### config.mk
export PLATFORM = sky130hd
export DESIGN_NAME = streaming_find_replace_unit
export DESIGN_NICKNAME = d
export VERILOG_FILES = /design/src/rtl/core/sfr_pkg.sv /design/src/rtl/core/sfr_match.sv /design/src/rtl/core/streaming_find_replace_unit.sv
export SDC_FILE = /design/constraint.sdc
export NUM_CORES = 1
export LEC_CHECK = 0
export ABC_AREA = 1
export CAP_MARGIN = 20
export CORE_MARGIN = 2
export CORE_UTILIZATION = 55
export DETAILED_ROUTE_END_ITERATION = 12
export DONT_BUFFER_PORTS = 1
export PLACE_DENSITY_LB_ADDON = 0.3
export SLEW_MARGIN = 20
export SYNTH_ARGS = -nofsm -noshare
export SYNTH_HDL_FRONTEND = slang
export SYNTH_SLANG_ARGS = --single-unit
### constraint.sdc
create_clock -name clock -period 8.5 [get_ports clock]
set_input_delay 0.425 -clock clock [delete_from_list [all_inputs] [get_ports clock]]
set_output_delay 0.425 -clock clock [all_outputs]
set_load 0.05 [all_outputs]
### src/rtl/core/sfr_pkg.sv
package sfr_pkg;

   typedef logic [7:0] byte_type;
   typedef logic [1:0] reg_index_type;

   localparam byte_type NEWLINE = 8'd10;

   // request kind carried in tuser
   localparam logic CMD_TEXT = 1'b0;
   localparam logic CMD_END  = 1'b1;

   // configuration register indexes
   localparam reg_index_type REG_PATTERN_BYTES      = 2'd0;
   localparam reg_index_type REG_PATTERN_LENGTH     = 2'd1;
   localparam reg_index_type REG_REPLACEMENT_BYTES  = 2'd2;
   localparam reg_index_type REG_REPLACEMENT_LENGTH = 2'd3;

endpackage

### src/rtl/core/sfr_match.sv
module sfr_match #(
   parameter int MAX_PATTERN     = 8,
   parameter int MAX_REPLACEMENT = 8,
   localparam int BUF_BYTES = (MAX_PATTERN > MAX_REPLACEMENT) ? MAX_PATTERN : MAX_REPLACEMENT,
   localparam int COUNT_W   = (MAX_PATTERN > 1) ? $clog2(MAX_PATTERN) : 1,
   localparam int EMIT_W    = $clog2(BUF_BYTES + 1)
) (
   input  logic [8*MAX_PATTERN-1:0]     pattern_bytes,
   input  logic [3:0]                   pattern_length,
   input  logic [8*MAX_REPLACEMENT-1:0] replacement_bytes,
   input  logic [3:0]                   replacement_length,
   input  logic [COUNT_W-1:0]           match_count,
   input  logic                         command,
   input  sfr_pkg::byte_type            text_byte,
   output logic [8*BUF_BYTES-1:0]       seq_bytes,
   output logic [EMIT_W-1:0]            emit_count,
   output logic [COUNT_W-1:0]           next_count
);
   import sfr_pkg::*;

   byte_type                 pat [MAX_PATTERN];
   logic [8*BUF_BYTES-1:0]   pat_wide;
   logic [8*BUF_BYTES-1:0]   rep_wide;
   logic [3:0]               eff_len;
   logic [3:0]               eff_rep;
   logic [COUNT_W-1:0]       fallback [MAX_PATTERN];
   logic [EMIT_W-1:0]        held;

   assign pat_wide = (8*BUF_BYTES)'(pattern_bytes);
   assign rep_wide = (8*BUF_BYTES)'(replacement_bytes);
   assign eff_len  = (pattern_length > 4'(MAX_PATTERN)) ? 4'(MAX_PATTERN) : pattern_length;
   assign eff_rep  = (replacement_length > 4'(MAX_REPLACEMENT)) ?
                     4'(MAX_REPLACEMENT) : replacement_length;
   assign held     = EMIT_W'(match_count);

   always_comb begin
      for (int i = 0; i < MAX_PATTERN; i++) begin
         pat[i] = pattern_bytes[8*i +: 8];
      end
   end

   // Longest tail of (held prefix, new byte) that is again a pattern prefix,
   // worked out for every possible held length; the held bytes are pattern bytes.
   always_comb begin
      logic hit;
      hit = 1'b0;
      for (int kk = 0; kk < MAX_PATTERN; kk++) begin
         fallback[kk] = '0;
         for (int j = 1; j <= kk; j++) begin
            hit = (text_byte == pat[j-1]);
            for (int i = 0; i < j - 1; i++) begin
               hit = hit && (pat[kk+1-j+i] == pat[i]);
            end
            if (hit) begin
               fallback[kk] = COUNT_W'(j);
            end
         end
      end
   end

   always_comb begin
      for (int i = 0; i < BUF_BYTES; i++) begin
         seq_bytes[8*i +: 8] = (i < int'(match_count)) ? pat_wide[8*i +: 8] : text_byte;
      end
      emit_count = '0;
      next_count = '0;
      if (command == CMD_END) begin
         emit_count = held;
      end else if ((4'(match_count) >= eff_len) || (text_byte == NEWLINE)) begin
         emit_count = held + EMIT_W'(1);
      end else if (text_byte == pat[match_count]) begin
         if (4'(match_count) + 4'd1 == eff_len) begin
            seq_bytes  = rep_wide;
            emit_count = EMIT_W'(eff_rep);
         end else begin
            next_count = COUNT_W'(match_count + COUNT_W'(1));
         end
      end else begin
         next_count = fallback[match_count];
         emit_count = held + EMIT_W'(1) - EMIT_W'(fallback[match_count]);
      end
   end

endmodule

### src/rtl/core/streaming_find_replace_unit.sv
// Channel  Direction  Handshake                Payload
// req      in         req_tvalid / req_tready  tdata: text byte, tuser: command
// rsp      out        rsp_tvalid / rsp_tready  tdata: output byte, tlast: last of request
// csr      in         csr_valid / csr_ready    csr_index, csr_data (always ready)
//
// A request is decoded in the cycle it is accepted and its output bytes (0 to 8)
// land in one output buffer; the buffer drains one byte per cycle on rsp while rsp_tready is high.
// A new request is taken when the buffer is empty or its last byte leaves in
// that cycle, so one request per cycle while each yields at most one byte and
// rsp_tready stays high; a request that yields more holds off the next until its bytes have left.
// Synchronous reset clears the configuration, the partial match and the buffer.
module streaming_find_replace_unit #(
   parameter int MAX_PATTERN     = 8,
   parameter int MAX_REPLACEMENT = 8
) (
   input  logic                      clock,
   input  logic                      reset,
   input  logic                      req_tvalid,
   output logic                      req_tready,
   input  sfr_pkg::byte_type         req_tdata,   // [7:0] text_byte
   input  logic                      req_tuser,   // [0] command
   output logic                      rsp_tvalid,
   input  logic                      rsp_tready,
   output sfr_pkg::byte_type         rsp_tdata,   // [7:0] out_byte
   output logic                      rsp_tlast,   // run_last
   input  logic                      csr_valid,
   output logic                      csr_ready,
   input  sfr_pkg::reg_index_type    csr_index,
   input  logic [63:0]               csr_data
);
   import sfr_pkg::*;

   localparam int BUF_BYTES = (MAX_PATTERN > MAX_REPLACEMENT) ? MAX_PATTERN : MAX_REPLACEMENT;
   localparam int COUNT_W   = (MAX_PATTERN > 1) ? $clog2(MAX_PATTERN) : 1;
   localparam int EMIT_W    = $clog2(BUF_BYTES + 1);

   // configuration
   logic [8*MAX_PATTERN-1:0]     pattern_ff;
   logic [3:0]                   pat_len_ff;
   logic [8*MAX_REPLACEMENT-1:0] replacement_ff;
   logic [3:0]                   rep_len_ff;

   // match state and output buffer
   logic [COUNT_W-1:0]     match_count_ff, match_count_in;
   logic [8*BUF_BYTES-1:0] out_buf_ff, out_buf_in;
   logic [EMIT_W-1:0]      out_cnt_ff, out_cnt_in;

   logic [8*BUF_BYTES-1:0] seq_bytes;
   logic [EMIT_W-1:0]      emit_count;
   logic [COUNT_W-1:0]     next_count;
   logic                   req_take;
   logic                   rsp_take;

   assign csr_ready = 1'b1;

   always_ff @(posedge clock) begin
      if (reset) begin
         pattern_ff     <= '0;
         pat_len_ff     <= '0;
         replacement_ff <= '0;
         rep_len_ff     <= '0;
      end else if (csr_valid && csr_ready) begin
         case (csr_index)
            REG_PATTERN_BYTES:      pattern_ff     <= csr_data[8*MAX_PATTERN-1:0];
            REG_PATTERN_LENGTH:     pat_len_ff     <= csr_data[3:0];
            REG_REPLACEMENT_BYTES:  replacement_ff <= csr_data[8*MAX_REPLACEMENT-1:0];
            REG_REPLACEMENT_LENGTH: rep_len_ff     <= csr_data[3:0];
            default: ;
         endcase
      end
   end

   sfr_match #(
      .MAX_PATTERN     (MAX_PATTERN),
      .MAX_REPLACEMENT (MAX_REPLACEMENT)
   ) u_match (
      .pattern_bytes      (pattern_ff),
      .pattern_length     (pat_len_ff),
      .replacement_bytes  (replacement_ff),
      .replacement_length (rep_len_ff),
      .match_count        (match_count_ff),
      .command            (req_tuser),
      .text_byte          (req_tdata),
      .seq_bytes          (seq_bytes),
      .emit_count         (emit_count),
      .next_count         (next_count)
   );

   // Output side: byte 0 of the buffer is on the bus; tlast marks the final one.
   assign rsp_tvalid = (out_cnt_ff != '0);
   assign rsp_tdata  = out_buf_ff[7:0];
   assign rsp_tlast  = (out_cnt_ff == EMIT_W'(1));
   assign rsp_take   = rsp_tvalid && rsp_tready;

   // Take a request when the buffer is free by the end of this cycle.
   assign req_tready = (out_cnt_ff == '0) || (rsp_tlast && rsp_tready);
   assign req_take   = req_tvalid && req_tready;

   always_comb begin
      match_count_in = match_count_ff;
      out_buf_in     = out_buf_ff;
      out_cnt_in     = out_cnt_ff;
      if (req_take) begin
         // load the bytes of the new request (a request with none leaves it empty)
         match_count_in = next_count;
         out_buf_in     = seq_bytes;
         out_cnt_in     = emit_count;
      end else if (rsp_take) begin
         // advance to the next byte
         out_buf_in = out_buf_ff >> 8;
         out_cnt_in = out_cnt_ff - EMIT_W'(1);
      end
   end

   always_ff @(posedge clock) begin
      if (reset) begin
         match_count_ff <= '0;
         out_cnt_ff     <= '0;
      end else begin
         match_count_ff <= match_count_in;
         out_cnt_ff     <= out_cnt_in;
      end
   end

   always_ff @(posedge clock) begin
      out_buf_ff <= out_buf_in;
   end

`ifndef SYNTH
   a_buf_bound: assert property (@(posedge clock) disable iff (reset)
      out_cnt_ff <= EMIT_W'(BUF_BYTES))
      else $error("output buffer count beyond its depth");

   a_flush: assert property (@(posedge clock) disable iff (reset)
      req_take && ((req_tuser == CMD_END) || (req_tdata == NEWLINE))
      |=> match_count_ff == '0)
      else $error("partial match kept across a line end or end of input");

   a_drain: assert property (@(posedge clock) disable iff (reset)
      rsp_take && !req_take |=> out_cnt_ff == $past(out_cnt_ff) - EMIT_W'(1))
      else $error("output buffer did not advance by one byte");
`endif

endmodule

Word-level counts from Yosys, hierarchy flattened. Index checks and enable logic that the tools add are counted.

Output and inout bits: 12. Register bits: 207. Logic and storage cells: 180.

$lt $le $gt $ge: 11. Mux-type cells: 53. Equality and inequality tests: 35. Bitwise gates (word level): 1. Reduce and logical (&&, ||, !) cells: 69. Add/subtract/negate cells: 4.

Operator list (number): 2-to-1 mux 64 bit (6); == test 8 bit (29); 2-to-1 mux 3 bit (25); 2-to-1 mux 8 bit (9); logical AND 1 bit (59); 2-to-1 mux 4 bit (8); binary-select mux 8 bit (select 3 bit) (1); binary-select mux 3 bit (select 3 bit) (1); less-than comparator 3 bit (first input constant) (3); == test 8 x 4 -> 1 bit (second input constant) (1); > comparator 4 bit (second input constant) (2); AND reduction 2 bit (4); less-than comparator 1 x 3 -> 1 bit (first input constant) (2); less-than comparator 2 x 3 -> 1 bit (first input constant) (2); adder 3 x 1 -> 4 bit (second input constant) (1); == test 2 bit (second input constant) (2); == test 4 x 1 -> 1 bit (second input constant) (1); == test 4 bit (1); >= comparator 3 x 4 -> 1 bit (1); >= comparator 4 bit (second input constant) (1); logical NOT 4 bit (1); 2-to-1 mux 2 bit (2); NOT 3 -> 4 bit (1); nonzero test 4 bit (1); 8 further kinds (9).

Logic depth before layout (Yosys ltp). Gate-level depths: netlist (run 1).

Depth in word-level cells: 16. Gate-level depth with buffers: 26. Mapped depth without buffers: 25.

Modules after synthesis. From an unflattened synthesis (run 1), not the netlist that was laid out.

Cells, all modules: 2288. Area, all modules: 14184.9 µm².

Modules (own cells, without submodules): streaming_find_replace_unit (times used 1, area each 7937.6 µm², cells an instance 931); sfr_match (times used 1, area each 6247.2 µm², cells an instance 1357).

Worst setup path before layout (run 1). OpenSTA, ideal clock, no wires.

Path type: flip-flop to flip-flop. Start point: reg out_cnt_ff[0]. End point: reg out_cnt_ff[2]. Arrival: 6.971 ns. Cell stages (with the launch flop): 9. Data required time: 8.430 ns. Slack: 1.459 ns. Cells stage by stage: dfxtp_1 inv_1 ha_1 nand3_1 o21ai_0 inv_1 a21oi_1 nand2_1 a21oi_1.

Elaborated cells on any way between the ends: 11. Classes of those cells: add/sub: 1; eq/ne: 1; mux: 2; reduce/logical: 7.

RTL lines: start: declaration (line streaming_find_replace_unit.sv:46) `logic [EMIT_W-1:0] out_cnt_ff, out_cnt_in;`; start signal: assignment (line streaming_find_replace_unit.sv:121) `out_cnt_ff <= out_cnt_in;`; nonzero test 4 bit (line streaming_find_replace_unit.sv:90) `assign rsp_tvalid = (out_cnt_ff != '0);`; via rsp_tvalid (line streaming_find_replace_unit.sv:22) `output logic rsp_tvalid,`; logical AND 1 bit (line streaming_find_replace_unit.sv:93) `assign rsp_take = rsp_tvalid && rsp_tready;`; nonzero test 2 bit (no line).

The timed path passes the listed nets, and every way through them passes these cells. The select of a mux whose other input is x is not followed. A chain may end at the register's enable or synchronous reset.

Final worst setup path (run 1).
Start point: reg match_count_ff[0]. End point: reg out_buf_ff[14] (data pin).

Longest elaborated chain between the ends: 9. Elaborated cells on any way between the ends: 16. Classes of those cells: add/sub: 1; order compare: 2; eq/ne: 2; mux: 9; bitwise: 1; reduce/logical: 1.

RTL lines: start: declaration (line streaming_find_replace_unit.sv:44) `logic [COUNT_W-1:0] match_count_ff, match_count_in;`; start signal: assignment (line streaming_find_replace_unit.sv:120) `match_count_ff <= match_count_in;`; NOT 3 -> 4 bit (implied by the code) (line sfr_match.sv:71) `end else if (text_byte == pat[match_count]) begin`; binary-select mux 8 bit (select 3 bit) (line sfr_match.sv:71); 2-to-1 mux 8 bit (implied by the code) (2 in series) (line sfr_match.sv:71); == test 8 bit (line sfr_match.sv:71); 2-to-1 mux 64 bit (line sfr_match.sv:71); 2-to-1 mux 64 bit (line sfr_match.sv:69) `end else if ((4'(match_count) >= eff_len) || (text_byte == NEWLINE)) begin`; 2-to-1 mux 64 bit * (line sfr_match.sv:67) `if (command == CMD_END) begin`; 2-to-1 mux 64 bit * (line streaming_find_replace_unit.sv:103) `if (req_take) begin`; via out_buf_in[14] (line streaming_find_replace_unit.sv:45) `logic [8*BUF_BYTES-1:0] out_buf_ff, out_buf_in;`; end signal: assignment (line streaming_find_replace_unit.sv:126) `out_buf_ff <= out_buf_in;`; end: declaration (line streaming_find_replace_unit.sv:45).

The timed path passes the listed nets; every way through them passes the cells marked *. The select of a mux whose other input is x is not followed.

==> impl_table.tex, run 1 <==
\begin{tabular}{lr}
\hline
Metric & Value \\
\hline
\multicolumn{2}{l}{\textbf{Run status}} \\
Run status & completed \\
\multicolumn{2}{l}{\textbf{Drt}} \\
Avg Vias per Cell & 5.92 \\
Mean routed wirelength per cell & 22.0 µm \\
Antenna viol nets, final & 0 \\
Routed WL & 53000 µm \\
Number of DRC markers in iteration 0 & 1766 \\
Final routed DRC violation total & 0 \\
Total iterations of the first detailed-routing run & 6 \\
Total vias in the final route & 14.3k \\
\multicolumn{2}{l}{\textbf{Clocking}} \\
Total number of H-tree levels & 1 \\
TritonCTS clock tree & built \\
Clock sink total & 207 \\
Resized Gates After CTS & 0 \\
TritonCTS Buffers & 24 \\
Clock input transition at the sequential cells of the worst setup and hold paths & 0.06 ns \\
Maximum clock path buffer count & 3 \\
CTS Root Buffer Type & sky130\_fd\_sc\_hd\_\_clkbuf\_16 \\
Clock insertion delay at the later pin of the skew report & 0.55 ns \\
\multicolumn{2}{l}{\textbf{STA}} \\
Final worst setup slack & 4.05 ns \\
Number of failing setup endpoints in the final timing report & 0 \\
Count of final hold-check violations & 0 \\
Portion of the clock cycle consumed by the worst path in the final layout & 0.524 \\
Worst Clk Skew & 0.0162 ns \\
Maximum achievable frequency & 225 MHz \\
RSZ-0062 raised after global routing & false \\
Pin slew with the least headroom to its limit & 1.07 ns \\
Post-route worst hold slack & 0.00623 ns \\
Setup TNS & 0 ns \\
Worst slew margin relative to its limit & 0.285 \\
Final number of max-transition violations & 0 \\
Time the final worst path needs with I/O delays and setup & 4.45 ns \\
\multicolumn{2}{l}{\textbf{Place}} \\
Cell total after placement & 2368 \\
Quantity of I/O buffers inserted on ports & 0 \\
Place WS & 4.21 ns \\
Final weighted congestion in routability-driven placement & 1.05 \\
Final HPWL from detailed placement & 37200 µm \\
Placed cell area & 13600 µm² \\
\multicolumn{2}{l}{\textbf{Critical path}} \\
Max incr delay on CP & 0.76 ns \\
Crit path buf inv count & 5 \\
Data required time of the critical path & 8.79 ns \\
Cell with the largest stage delay on the worst path & sky130\_fd\_sc\_hd\_\_buf\_4 \\
Cell family with most CP delay & buffers and inverters \\
Critical path cell sequence & buf\_4 > inv\_2 > ha\_1 > inv\_1 > a21oi\_1 > o21ai\_0 > a21oi\_1 > a21o\_1 > inv\_1 > nand3\_4 > buf\_4 > nand2\_1 > nand2\_1 > o21ai\_1 \\
Signal arrival time at the worst endpoint & 4.74 ns \\
Worst Path Class, Setup & register to register \\
Kind of start point of the critical path & register \\
CP Capture Type & register \\
CP Max Fanout & 77 \\
\multicolumn{2}{l}{\textbf{Global route}} \\
Largest net degree at the start of global routing & 79 \\
Total routing usage reported by global routing & 0.397 \\
Initial antenna violation count & 1 \\
GRT Residual Overflow & 0 \\
Number of global-route vias before repair & 13.1k \\
Global-route wire length before repair & 79300 µm \\
\multicolumn{2}{l}{\textbf{Synthesis}} \\
Biggest area consumer among synthesized cells & sky130\_fd\_sc\_hd\_\_dfxtp\_1 \\
Count of flip-flops with a built-in enable after synthesis & 64 \\
Most used flip-flop cell after synthesis & sky130\_fd\_sc\_hd\_\_dfxtp\_1 \\
Share of the yosys chip area belonging to registers & 0.346 \\
Flop and latch count out of synthesis & 207 \\
Synthesized netlist net count & 2282 \\
Mean instance size in the synthesized netlist & 6.31 µm² \\
Area share of the largest cell type after synthesis & 0.207 \\
Synthesis warning total & 0 \\
Async set or reset register ratio after synthesis & 0 \\
Mapped cell area & 13800 µm² \\
Synthesized instance count & 2191 \\
Main area contributors after synthesis & sky130\_fd\_sc\_hd\_\_dfxtp\_1 (21\%), sky130\_fd\_sc\_hd\_\_nand2\_1 (20\%), sky130\_fd\_sc\_hd\_\_edfxtp\_1 (14\%), sky130\_fd\_sc\_hd\_\_nor2\_1 (8.8\%), sky130\_fd\_sc\_hd\_\_o21ai\_0 (7.0\%) \\
Number of distinct library cell variants in the gate-level netlist after synthesis & 36 \\
\multicolumn{2}{l}{\textbf{Power and ir drop}} \\
Leakage & 6.76 nW \\
Power per Cell Area & 248 nW/µm² \\
Total power consumption of the routed design & 3.57 mW \\
IR drop worst, VDD & 0.209 mV \\
\multicolumn{2}{l}{\textbf{Floorplan}} \\
Placement row count & 58 \\
Ports placed on the boundary & 92 \\
Std-Cell Core Area & 25000 µm² \\
Die Outline Area & 26400 µm² \\
Initial Utilization & 0.554 \\
Vertical die dimension & 163 µm \\
Horizontal extent of the die & 163 µm \\
\multicolumn{2}{l}{\textbf{Cells and area}} \\
Layout overhead on the synthesized area & 4.18\% \\
Layout cells sized above 1 & 0.0394 \\
Post-Layout Inst Area & 14400 µm² \\
Count of non-filler cells in the finished layout & 2413 \\
Final net count & 2156 \\
Antenna Cells & 0 \\
Share of the core filled with cells & 0.577 \\
\multicolumn{2}{l}{\textbf{Flow run}} \\
Max-cap violations & 0 \\
\multicolumn{2}{l}{\textbf{Hold path}} \\
Type of the most critical hold path & input port to register \\
\hline
\end{tabular}
==> metal layers <==
metal  vias up  GRT usage  part of all wire
met5         -          0           0.00025
met4         2      0.173             0.051
met3       180     0.0759              0.11
met2       911      0.619              0.43
met1      6551      0.538              0.40
li1       6649          -                 -
==> repair_timing <==
action                    in CTS  in global routing
hold endpoints to repair       4                  0
hold buffers                   1                  0
setup buffers                  0                  0
==> state kept, by name (all words and copies together) (netlist names) <==
| signal | cells |
|---|---|
| replacement_ff | 64 |
| out_cnt_ff | 4 |
| pattern_ff | 64 |
| rep_len_ff | 4 |
| out_buf_ff | 64 |
| pat_len_ff | 4 |
| match_count_ff | 3 |
==> cell usage after synthesis (2+ instances only) <==
cell and number:
sky130_fd_sc_hd__buf_4 14, sky130_fd_sc_hd__xor2_1 60, sky130_fd_sc_hd__xnor2_1 54, sky130_fd_sc_hd__nand2_4 2, sky130_fd_sc_hd__clkbuf_1 89, sky130_fd_sc_hd__and2_1 8, sky130_fd_sc_hd__or2_2 8, sky130_fd_sc_hd__nor4_1 2
sky130_fd_sc_hd__a21oi_1 107, sky130_fd_sc_hd__nand3_1 72, sky130_fd_sc_hd__ha_1 10, sky130_fd_sc_hd__inv_1 119, sky130_fd_sc_hd__clkinv_1 6, sky130_fd_sc_hd__o21ai_0 193, sky130_fd_sc_hd__nor3_1 3, sky130_fd_sc_hd__buf_2 56
sky130_fd_sc_hd__o21ai_1 66, sky130_fd_sc_hd__inv_2 8, sky130_fd_sc_hd__edfxtp_1 64, sky130_fd_sc_hd__o211ai_1 11, sky130_fd_sc_hd__nor2_1 323, sky130_fd_sc_hd__nor2_2 4, sky130_fd_sc_hd__dfxtp_1 143, sky130_fd_sc_hd__nand2_1 731
sky130_fd_sc_hd__nand4_1 21, sky130_fd_sc_hd__buf_6 7
==> cell usage in the layout, fill, tap and decap left out, types with 2 or more instances in the layout <==
master and instances:
sky130_fd_sc_hd__o21ai_0 192, sky130_fd_sc_hd__nor2_2 3, sky130_fd_sc_hd__nor2_1 322, sky130_fd_sc_hd__buf_4 14, sky130_fd_sc_hd__a21oi_1 107, sky130_fd_sc_hd__inv_1 117
sky130_fd_sc_hd__nand3_1 72, sky130_fd_sc_hd__o211ai_1 11, sky130_fd_sc_hd__ha_1 10, sky130_fd_sc_hd__clkinv_2 5, sky130_fd_sc_hd__nand4_1 21, sky130_fd_sc_hd__and2_1 8
sky130_fd_sc_hd__clkbuf_16 24, sky130_fd_sc_hd__nor2_4 3, sky130_fd_sc_hd__edfxtp_1 64, sky130_fd_sc_hd__nor4_1 2, sky130_fd_sc_hd__clkbuf_8 5, sky130_fd_sc_hd__clkbuf_1 6
sky130_fd_sc_hd__xnor2_1 54, sky130_fd_sc_hd__dfxtp_1 142, sky130_fd_sc_hd__inv_2 8, sky130_fd_sc_hd__nand2_2 2, sky130_fd_sc_hd__nand2_4 2, sky130_fd_sc_hd__nor3_1 3
sky130_fd_sc_hd__or2_2 8, sky130_fd_sc_hd__xor2_1 60, sky130_fd_sc_hd__clkinv_1 7, sky130_fd_sc_hd__nand2_1 730, sky130_fd_sc_hd__o21ai_1 66, sky130_fd_sc_hd__bufinv_16 2
==> power by group <==
part / switching, mW / leakage (nW) / internal, mW / total [mW]
registers: 0.201 / 1.80 / 1.34 / 1.54
logic: 0.689 / 4.56 / 0.264 / 0.953
clock network: 0.445 / 0.396 / 0.629 / 1.07
total: 1.34 / 6.76 / 2.23 / 3.57
==> cells by family (layout without fill, tap and decap cells) <==
group	Yosys count	in the layout	share of synthesized area
AO/OA/AOI/OAI	379	379	0.139
XOR/XNOR	114	114	0.0722
adder cells (fa/ha/maj)	11	11	0.0105
buffers and inverters	300	192	0.0941
flip-flops	207	207	0.346
other	1	1	0.000271
AND/OR/NAND/NOR	1179	1179	0.337
==> cell type report <==
cell class	count	area [µm²]
Clock inverter	9	123
Inverter	133	502
Fill cell	2461	10600
Multi-Input combinational cell	1684	7770
Timing Repair Buffer	15	115
Sequential cell	207	4790
Tap cell	330	413
Clock buffer	35	692
==> final timing paths <==
path | startpoint | end | slack (ns) | cells past startpoint
setup / recovery | match_count_ff[0] | out_buf_ff[14] | 4.05 | 14
hold / removal | csr_data[55] | replacement_ff[55] | 0.006 | 2
hold reg to reg | rep_len_ff[2] | rep_len_ff[2] | 0.46 | 2
setup reg to reg | match_count_ff[0] | out_buf_ff[14] | 4.05 | 14
==> worst reg2reg max path, stage by stage (launching register included) <==
cell and delay, ns:
sky130_fd_sc_hd__dfxtp_2 0.31, sky130_fd_sc_hd__buf_4 0.49, sky130_fd_sc_hd__inv_2 0.46, sky130_fd_sc_hd__ha_1 0.45
sky130_fd_sc_hd__inv_1 0.05, sky130_fd_sc_hd__a21oi_1 0.12, sky130_fd_sc_hd__o21ai_0 0.11, sky130_fd_sc_hd__a21oi_1 0.14
sky130_fd_sc_hd__a21o_1 0.23, sky130_fd_sc_hd__inv_1 0.17, sky130_fd_sc_hd__nand3_4 0.50, sky130_fd_sc_hd__buf_4 0.82
sky130_fd_sc_hd__nand2_1 0.19, sky130_fd_sc_hd__nand2_1 0.10, sky130_fd_sc_hd__o21ai_1 0.07
Power figures use the tool's default switching activity.
==> inputs of run 2 (changes only) <==
==> constraint.sdc (replaced) <==
create_clock -name clock -period 4 [get_ports clock]
set_input_delay 0.2 -clock clock [delete_from_list [all_inputs] [get_ports clock]]
set_output_delay 0.2 -clock clock [all_outputs]
set_load 0.05 [all_outputs]
==> run 2 against run 1 <==
Against the previous run: via count rose by 3.6%; global-route usage rose by 1.9 points; flip-flop and latch count did not move; largest cell class unchanged.
==> impl_table.tex, run 2 (same netlist as run 1, synthesis figures left out) <==
\begin{tabular}{lr}
\hline
Metric & Value \\
\hline
\multicolumn{2}{l}{\textbf{Clocking}} \\
TritonCTS clock tree & built \\
Clock insertion delay at the later pin of the skew report & 0.55 ns \\
Number of post-CTS setup repair buffers & 0 \\
Total number of H-tree levels & 1 \\
CTS Root Buffer Type & sky130\_fd\_sc\_hd\_\_clkbuf\_16 \\
Clock sink total & 207 \\
TritonCTS Buffers & 23 \\
Resized Gates After CTS & 0 \\
Clock input transition at the sequential cells of the worst setup and hold paths & 0.06 ns \\
Maximum clock path buffer count & 3 \\
\multicolumn{2}{l}{\textbf{Drt}} \\
Routed WL & 55100 µm \\
Avg Vias per Cell & 5.85 \\
Final routed DRC violation total & 0 \\
Total vias in the final route & 14.8k \\
Total iterations of the first detailed-routing run & 8 \\
Mean routed wirelength per cell & 21.7 µm \\
Antenna viol nets, final & 0 \\
Number of DRC markers in iteration 0 & 1911 \\
\multicolumn{2}{l}{\textbf{STA}} \\
Worst Clk Skew & 0.0283 ns \\
Post-route worst hold slack & 0.0189 ns \\
Time the final worst path needs with I/O delays and setup & 3.44 ns \\
Portion of the clock cycle consumed by the worst path in the final layout & 0.861 \\
Setup TNS & 0 ns \\
Number of failing setup endpoints in the final timing report & 0 \\
RSZ-0062 raised after global routing & false \\
Final number of max-transition violations & 0 \\
Pin slew with the least headroom to its limit & 0.908 ns \\
Count of final hold-check violations & 0 \\
Maximum achievable frequency & 290 MHz \\
Worst slew margin relative to its limit & 0.390 \\
\multicolumn{2}{l}{\textbf{Power and ir drop}} \\
Power per Cell Area & 502 nW/µm² \\
IR drop worst, VDD & 0.781 mV \\
Leakage & 7.34 nW \\
Total power consumption of the routed design & 7.82 mW \\
\multicolumn{2}{l}{\textbf{Cells and area}} \\
Top flop regs & out\_buf\_ff (64), pattern\_ff (64), replacement\_ff (64) \\
Layout cells sized above 1 & 0.0595 \\
Most common cell after layout, fill and taps aside & sky130\_fd\_sc\_hd\_\_nand2\_1 \\
Final net count & 2274 \\
Most used cells in the layout excluding fill and tap cells & sky130\_fd\_sc\_hd\_\_nand2\_1 (730), sky130\_fd\_sc\_hd\_\_nor2\_1 (322), sky130\_fd\_sc\_hd\_\_o21ai\_0 (192), sky130\_fd\_sc\_hd\_\_dfxtp\_1 (142), sky130\_fd\_sc\_hd\_\_inv\_1 (117) \\
Share of the core filled with cells & 0.624 \\
Layout overhead on the synthesized area & 12.7\% \\
\multicolumn{2}{l}{\textbf{Critical path}} \\
CP Max Fanout & 8 \\
Worst Path Class, Setup & register to register \\
Kind of start point of the critical path & register \\
Data required time of the critical path & 4.41 ns \\
Signal arrival time at the worst endpoint & 3.86 ns \\
CP Capture Type & register \\
\multicolumn{2}{l}{\textbf{Place}} \\
Quantity of I/O buffers inserted on ports & 0 \\
Final HPWL from detailed placement & 39200 µm \\
Final weighted congestion in routability-driven placement & 1.05 \\
\multicolumn{2}{l}{\textbf{Floorplan}} \\
Placement row count & 58 \\
Ports placed on the boundary & 92 \\
Initial Utilization & 0.554 \\
Std-Cell Core Area & 25000 µm² \\
Die Outline Area & 26400 µm² \\
Vertical die dimension & 163 µm \\
Horizontal extent of the die & 163 µm \\
\multicolumn{2}{l}{\textbf{Global route}} \\
Met2 track demand over resource & 0.639 \\
GRT Residual Overflow & 0 \\
Global-route wire length before repair & 83300 µm \\
Initial antenna violation count & 5 \\
Busiest layer in global routing & met2 \\
Total routing usage reported by global routing & 0.416 \\
Largest net degree at the start of global routing & 69 \\
Met3 layer usage reported by global route & 0.0662 \\
Met1 track demand over resource & 0.573 \\
Number of global-route vias before repair & 14.0k \\
\multicolumn{2}{l}{\textbf{Flow run}} \\
Max-cap violations & 0 \\
\multicolumn{2}{l}{\textbf{Hold path}} \\
Type of the most critical hold path & input port to register \\
\multicolumn{2}{l}{\textbf{Run status}} \\
Run status & completed \\
\hline
\end{tabular}
## run 2: cell count changes in the layout (fill, tap and decap cells not counted), sizes merged
| cell | before | now |
|---|---|---|
| buf | 14 | 62 |
| bufinv | 2 | 5 |
| clkbuf | 35 | 29 |
| clkinv | 13 | 12 |
| clkinvlp | 1 | 2 |
| diode | 0 | 3 |
| dlygate4sd3 | 1 | 72 |
| inv | 126 | 127 |
## run 2: metal layers
layer / vias up / share of wire
li1: 6901 / -
met1: 6830 / 0.41
met2: 891 / 0.44
met3: 184 / 0.10
met4: 2 / 0.052
met5: - / 0.00024
## run 2: per-stage QoR
step	instance area (µm²)	worst slack, ns	std cells
floorplan	13800	0.279	2191
global placement	14000	0.687	2416
detailed placement	14000	0.678	2416
CTS	15600	0.654	2530
global route	15600	0.288	2533
finish	15600	0.556	2533
## run 2: repair_timing
action	4_1_cts	5_1_grt
hold buffers	72	0
endpoints found under the hold margin	134	0
setup endpoints to repair	0	0
## run 2: layout make-up
type	instances	area [µm²]
antenna	3	7.51
clock buffer	29	618
clock inverter	13	210
fill	2375	9390
inverter	133	500
multi-input combinational	1684	7770
sequential	207	4790
tap	330	413
timing repair buffer	134	1270
## run 2: power breakdown
group          internal, mW  switching (mW)  total, mW
combinational         0.676            1.56       2.23
clock                  1.43           0.934       2.36
sequential             2.84           0.380       3.22
## run 2: path summary, 6_finish.rpt
check | start | end | slack [ns] | cells after the start
worst max-delay path | pattern_ff[45] | out_cnt_ff[2] | 0.56 | 24
worst min register to register | rep_len_ff[1] | rep_len_ff[1] | 0.46 | 2
worst max register to register | pattern_ff[45] | out_cnt_ff[2] | 0.56 | 24
worst min-delay path | req_tuser | out_cnt_ff[3] | 0.02 | 5
## run 2: critical path: stages (launching register included)
cell	delay, ns
sky130_fd_sc_hd__dfxtp_1	0.66
sky130_fd_sc_hd__inv_1	0.38
sky130_fd_sc_hd__nand2_1	0.13
sky130_fd_sc_hd__nand2_1	0.06
sky130_fd_sc_hd__nor2_1	0.12
sky130_fd_sc_hd__nand2_1	0.07
sky130_fd_sc_hd__nor2_1	0.13
sky130_fd_sc_hd__nand3_1	0.11
sky130_fd_sc_hd__nand2_1	0.10
sky130_fd_sc_hd__nand2_1	0.05
sky130_fd_sc_hd__nand3_1	0.06
sky130_fd_sc_hd__nand2_1	0.07
sky130_fd_sc_hd__nand2_1	0.06
sky130_fd_sc_hd__nand2_1	0.08
sky130_fd_sc_hd__inv_1	0.06
sky130_fd_sc_hd__ha_1	0.13
sky130_fd_sc_hd__inv_1	0.07
sky130_fd_sc_hd__fa_1	0.44
sky130_fd_sc_hd__xor2_1	0.17
sky130_fd_sc_hd__nand2_1	0.07
sky130_fd_sc_hd__nand3_1	0.06
sky130_fd_sc_hd__nand2_1	0.06
sky130_fd_sc_hd__nand2_1	0.05
sky130_fd_sc_hd__nand2_1	0.05
sky130_fd_sc_hd__a21oi_1	0.06
==> inputs of run 3 (changes only) <==
--- a/config.mk
+++ b/config.mk
@@ -7,11 +7,13 @@
 export LEC_CHECK = 0
 export ABC_AREA = 1
 export CAP_MARGIN = 20
+export CORE_ASPECT_RATIO = 0.75
 export CORE_MARGIN = 2
 export CORE_UTILIZATION = 55
 export DETAILED_ROUTE_END_ITERATION = 12
 export DONT_BUFFER_PORTS = 1
 export PLACE_DENSITY_LB_ADDON = 0.3
+export RECOVER_POWER = 25
 export SLEW_MARGIN = 20
 export SYNTH_ARGS = -nofsm -noshare
 export SYNTH_HDL_FRONTEND = slang
==> run 3 against run 2 <==
Against the previous run: the flow now finishes with violations (max-capacitance violations, max-slew violations); critical path type unchanged; via count up 0.87%; clock skew shrank 0.014 ns; power fell by 0.77%; register-to-register slack worse by 0.27 ns; routed wire length up 6.0%; core utilization is 0.23 points higher; setup slack worse by 0.27 ns.
==> impl_table.tex, run 3 (same netlist as run 1, synthesis figures left out) <==
\begin{tabular}{lr}
\hline
Metric & Value \\
\hline
\multicolumn{2}{l}{\textbf{Run status}} \\
Violated checks & max-capacitance violations, max-slew violations \\
Run status & finished with violations \\
\multicolumn{2}{l}{\textbf{Clocking}} \\
Clock sink total & 207 \\
TritonCTS Buffers & 22 \\
Total number of H-tree levels & 1 \\
CTS Root Buffer Type & sky130\_fd\_sc\_hd\_\_clkbuf\_16 \\
Maximum clock path buffer count & 3 \\
Clock input transition at the sequential cells of the worst setup and hold paths & 0.06 ns \\
TritonCTS clock tree & built \\
Clock insertion delay at the later pin of the skew report & 0.53 ns \\
Number of post-CTS setup repair buffers & 0 \\
\multicolumn{2}{l}{\textbf{STA}} \\
Time the final worst path needs with I/O delays and setup & 3.71 ns \\
Pin slew with the least headroom to its limit & 2.29 ns \\
RSZ-0062 raised after global routing & false \\
Setup TNS & 0 ns \\
Number of failing setup endpoints in the final timing report & 0 \\
Worst slew margin relative to its limit & -0.538 \\
Final number of max-transition violations & 272 \\
Post-route worst hold slack & 0.0192 ns \\
Portion of the clock cycle consumed by the worst path in the final layout & 0.928 \\
Final worst setup slack & 0.287 ns \\
Count of final hold-check violations & 0 \\
Maximum achievable frequency & 269 MHz \\
Worst Clk Skew & 0.0144 ns \\
\multicolumn{2}{l}{\textbf{Power and ir drop}} \\
Sw Share & 0.380 \\
Leakage & 7.33 nW \\
IR drop worst, VDD & 0.937 mV \\
Clock Power Share & 0.285 \\
Power per Cell Area & 499 nW/µm² \\
Internal power component & 4.81 mW \\
Switching component of the power & 2.95 mW \\
Combinational group share of total power & 0.299 \\
Part of the total power dissipated in sequential elements & 0.416 \\
\multicolumn{2}{l}{\textbf{Cells and area}} \\
Most common cell after layout, fill and taps aside & sky130\_fd\_sc\_hd\_\_nand2\_1 \\
Layout overhead on the synthesized area & 12.5\% \\
Final net count & 2284 \\
Most used cells in the layout excluding fill and tap cells & sky130\_fd\_sc\_hd\_\_nand2\_1 (730), sky130\_fd\_sc\_hd\_\_nor2\_1 (323), sky130\_fd\_sc\_hd\_\_o21ai\_0 (192), sky130\_fd\_sc\_hd\_\_dfxtp\_1 (142), sky130\_fd\_sc\_hd\_\_inv\_1 (117) \\
Layout cells sized above 1 & 0.0620 \\
Fill count & 2354 \\
Post-Layout Inst Area & 15600 µm² \\
Top flop regs & out\_buf\_ff (64), pattern\_ff (64), replacement\_ff (64) \\
\multicolumn{2}{l}{\textbf{Drt}} \\
Number of DRC markers in iteration 0 & 1865 \\
Antenna viol nets, final & 0 \\
Final routed DRC violation total & 0 \\
Total iterations of the first detailed-routing run & 8 \\
Routed WL & 58400 µm \\
Mean routed wirelength per cell & 22.9 µm \\
Avg Vias per Cell & 5.86 \\
Total vias in the final route & 14.9k \\
\multicolumn{2}{l}{\textbf{Floorplan}} \\
Vertical die dimension & 141 µm \\
Ports placed on the boundary & 92 \\
Initial Utilization & 0.557 \\
Placement row count & 50 \\
Horizontal extent of the die & 187 µm \\
Die Outline Area & 26400 µm² \\
Std-Cell Core Area & 24800 µm² \\
\multicolumn{2}{l}{\textbf{Critical path}} \\
Data required time of the critical path & 4.41 ns \\
Worst Path Class, Setup & register to register \\
Max incr delay on CP & 0.61 ns \\
CP Capture Type & register \\
Cell with the largest stage delay on the worst path & sky130\_fd\_sc\_hd\_\_dfxtp\_1 \\
CP most frequent cell & sky130\_fd\_sc\_hd\_\_nand2\_1 \\
Critical path cell sequence & inv\_1 > nand2\_1 > nand2\_1 > nor2\_1 > nand3\_1 > nor2\_1 > nand3\_1 > nor2\_1 > nor2\_1 > nand2\_1 > nand2\_1 > nand2\_1 > nand2\_1 > ha\_1 > nand3\_1 > nand2\_1 > xor2\_1 > a21oi\_1 > nand2\_1 > nand2\_1 > a21oi\_1 \\
Crit path buf inv count & 1 \\
Signal arrival time at the worst endpoint & 4.13 ns \\
CP Max Fanout & 9 \\
Cell family with most CP delay & simple AND/OR/NAND/NOR gates \\
Kind of start point of the critical path & register \\
\multicolumn{2}{l}{\textbf{Flow run}} \\
Max-cap violations & 5 \\
\multicolumn{2}{l}{\textbf{Global route}} \\
Global-route wire length before repair & 86100 µm \\
Number of global-route vias before repair & 13.8k \\
Initial antenna violation count & 2 \\
GRT Residual Overflow & 0 \\
Total routing usage reported by global routing & 0.434 \\
Largest net degree at the start of global routing & 80 \\
\multicolumn{2}{l}{\textbf{Place}} \\
Final weighted congestion in routability-driven placement & 1.14 \\
Placed cell area & 14100 µm² \\
Place WS & 0.482 ns \\
Quantity of I/O buffers inserted on ports & 0 \\
Final HPWL from detailed placement & 42500 µm \\
\multicolumn{2}{l}{\textbf{Hold path}} \\
Type of the most critical hold path & input port to register \\
\hline
\end{tabular}
[run 3: cell count changes in the layout (fill, tap and decap cells not counted), sizes merged, moves of 3 or more]
cell	before	now
clkbuf	29	36
bufinv	5	2
clkinvlp	2	5
buf	62	69
[run 3: routing by layer]
layer  part of all wire  routed length, µm  GRT usage
met1               0.41              23700      0.601
met2               0.42              24300      0.646
met3               0.13               7490      0.101
met4              0.050               2940      0.193
met5            0.00022                 13          0
[run 3: cell type report]
class                      instances  area, µm²  share of cell area
antenna                            1       2.50            0.000161
clock buffer                      31        667              0.0429
clock inverter                     9        101             0.00652
inverter                         133        502              0.0323
multi-input combinational       1684       7760               0.499
sequential                       207       4790               0.308
tap                              338        423              0.0272
timing repair buffer             145       1310              0.0844
[run 3: what timing repair did]
action	in CTS	in global routing
hold buffers	70	1
endpoints found under the hold margin	136	1
gates resized for setup	0	0
[run 3: worst paths after layout]
path                                    start             end  slack [ns]  cells past startpoint
worst min register to register  rep_len_ff[2]   rep_len_ff[2]        0.45                      2
worst min-delay path             csr_data[40]  pattern_ff[40]        0.02                      2
worst max register to register  pattern_ff[8]   out_cnt_ff[3]        0.29                     21
worst max-delay path            pattern_ff[8]   out_cnt_ff[3]        0.29                     21
[run 3: through the flow]
stage,util,total power [mW],cells
floorplan,-,4.69,2191
global placement,0.568,5.38,2436
detailed placement,0.568,5.42,2436
CTS,0.627,7.67,2546
global route,0.626,8.04,2548
finish,0.626,7.76,2548
[run 3: power groups by stage]
stage	logic, mW	registers, mW	clock network [mW]
detailed placement	2.17	3.25	0
global placement	2.15	3.23	0
floorplan	1.70	2.99	0
global route	2.51	3.25	2.28
finish	2.32	3.22	2.21
CTS	2.25	3.21	2.21
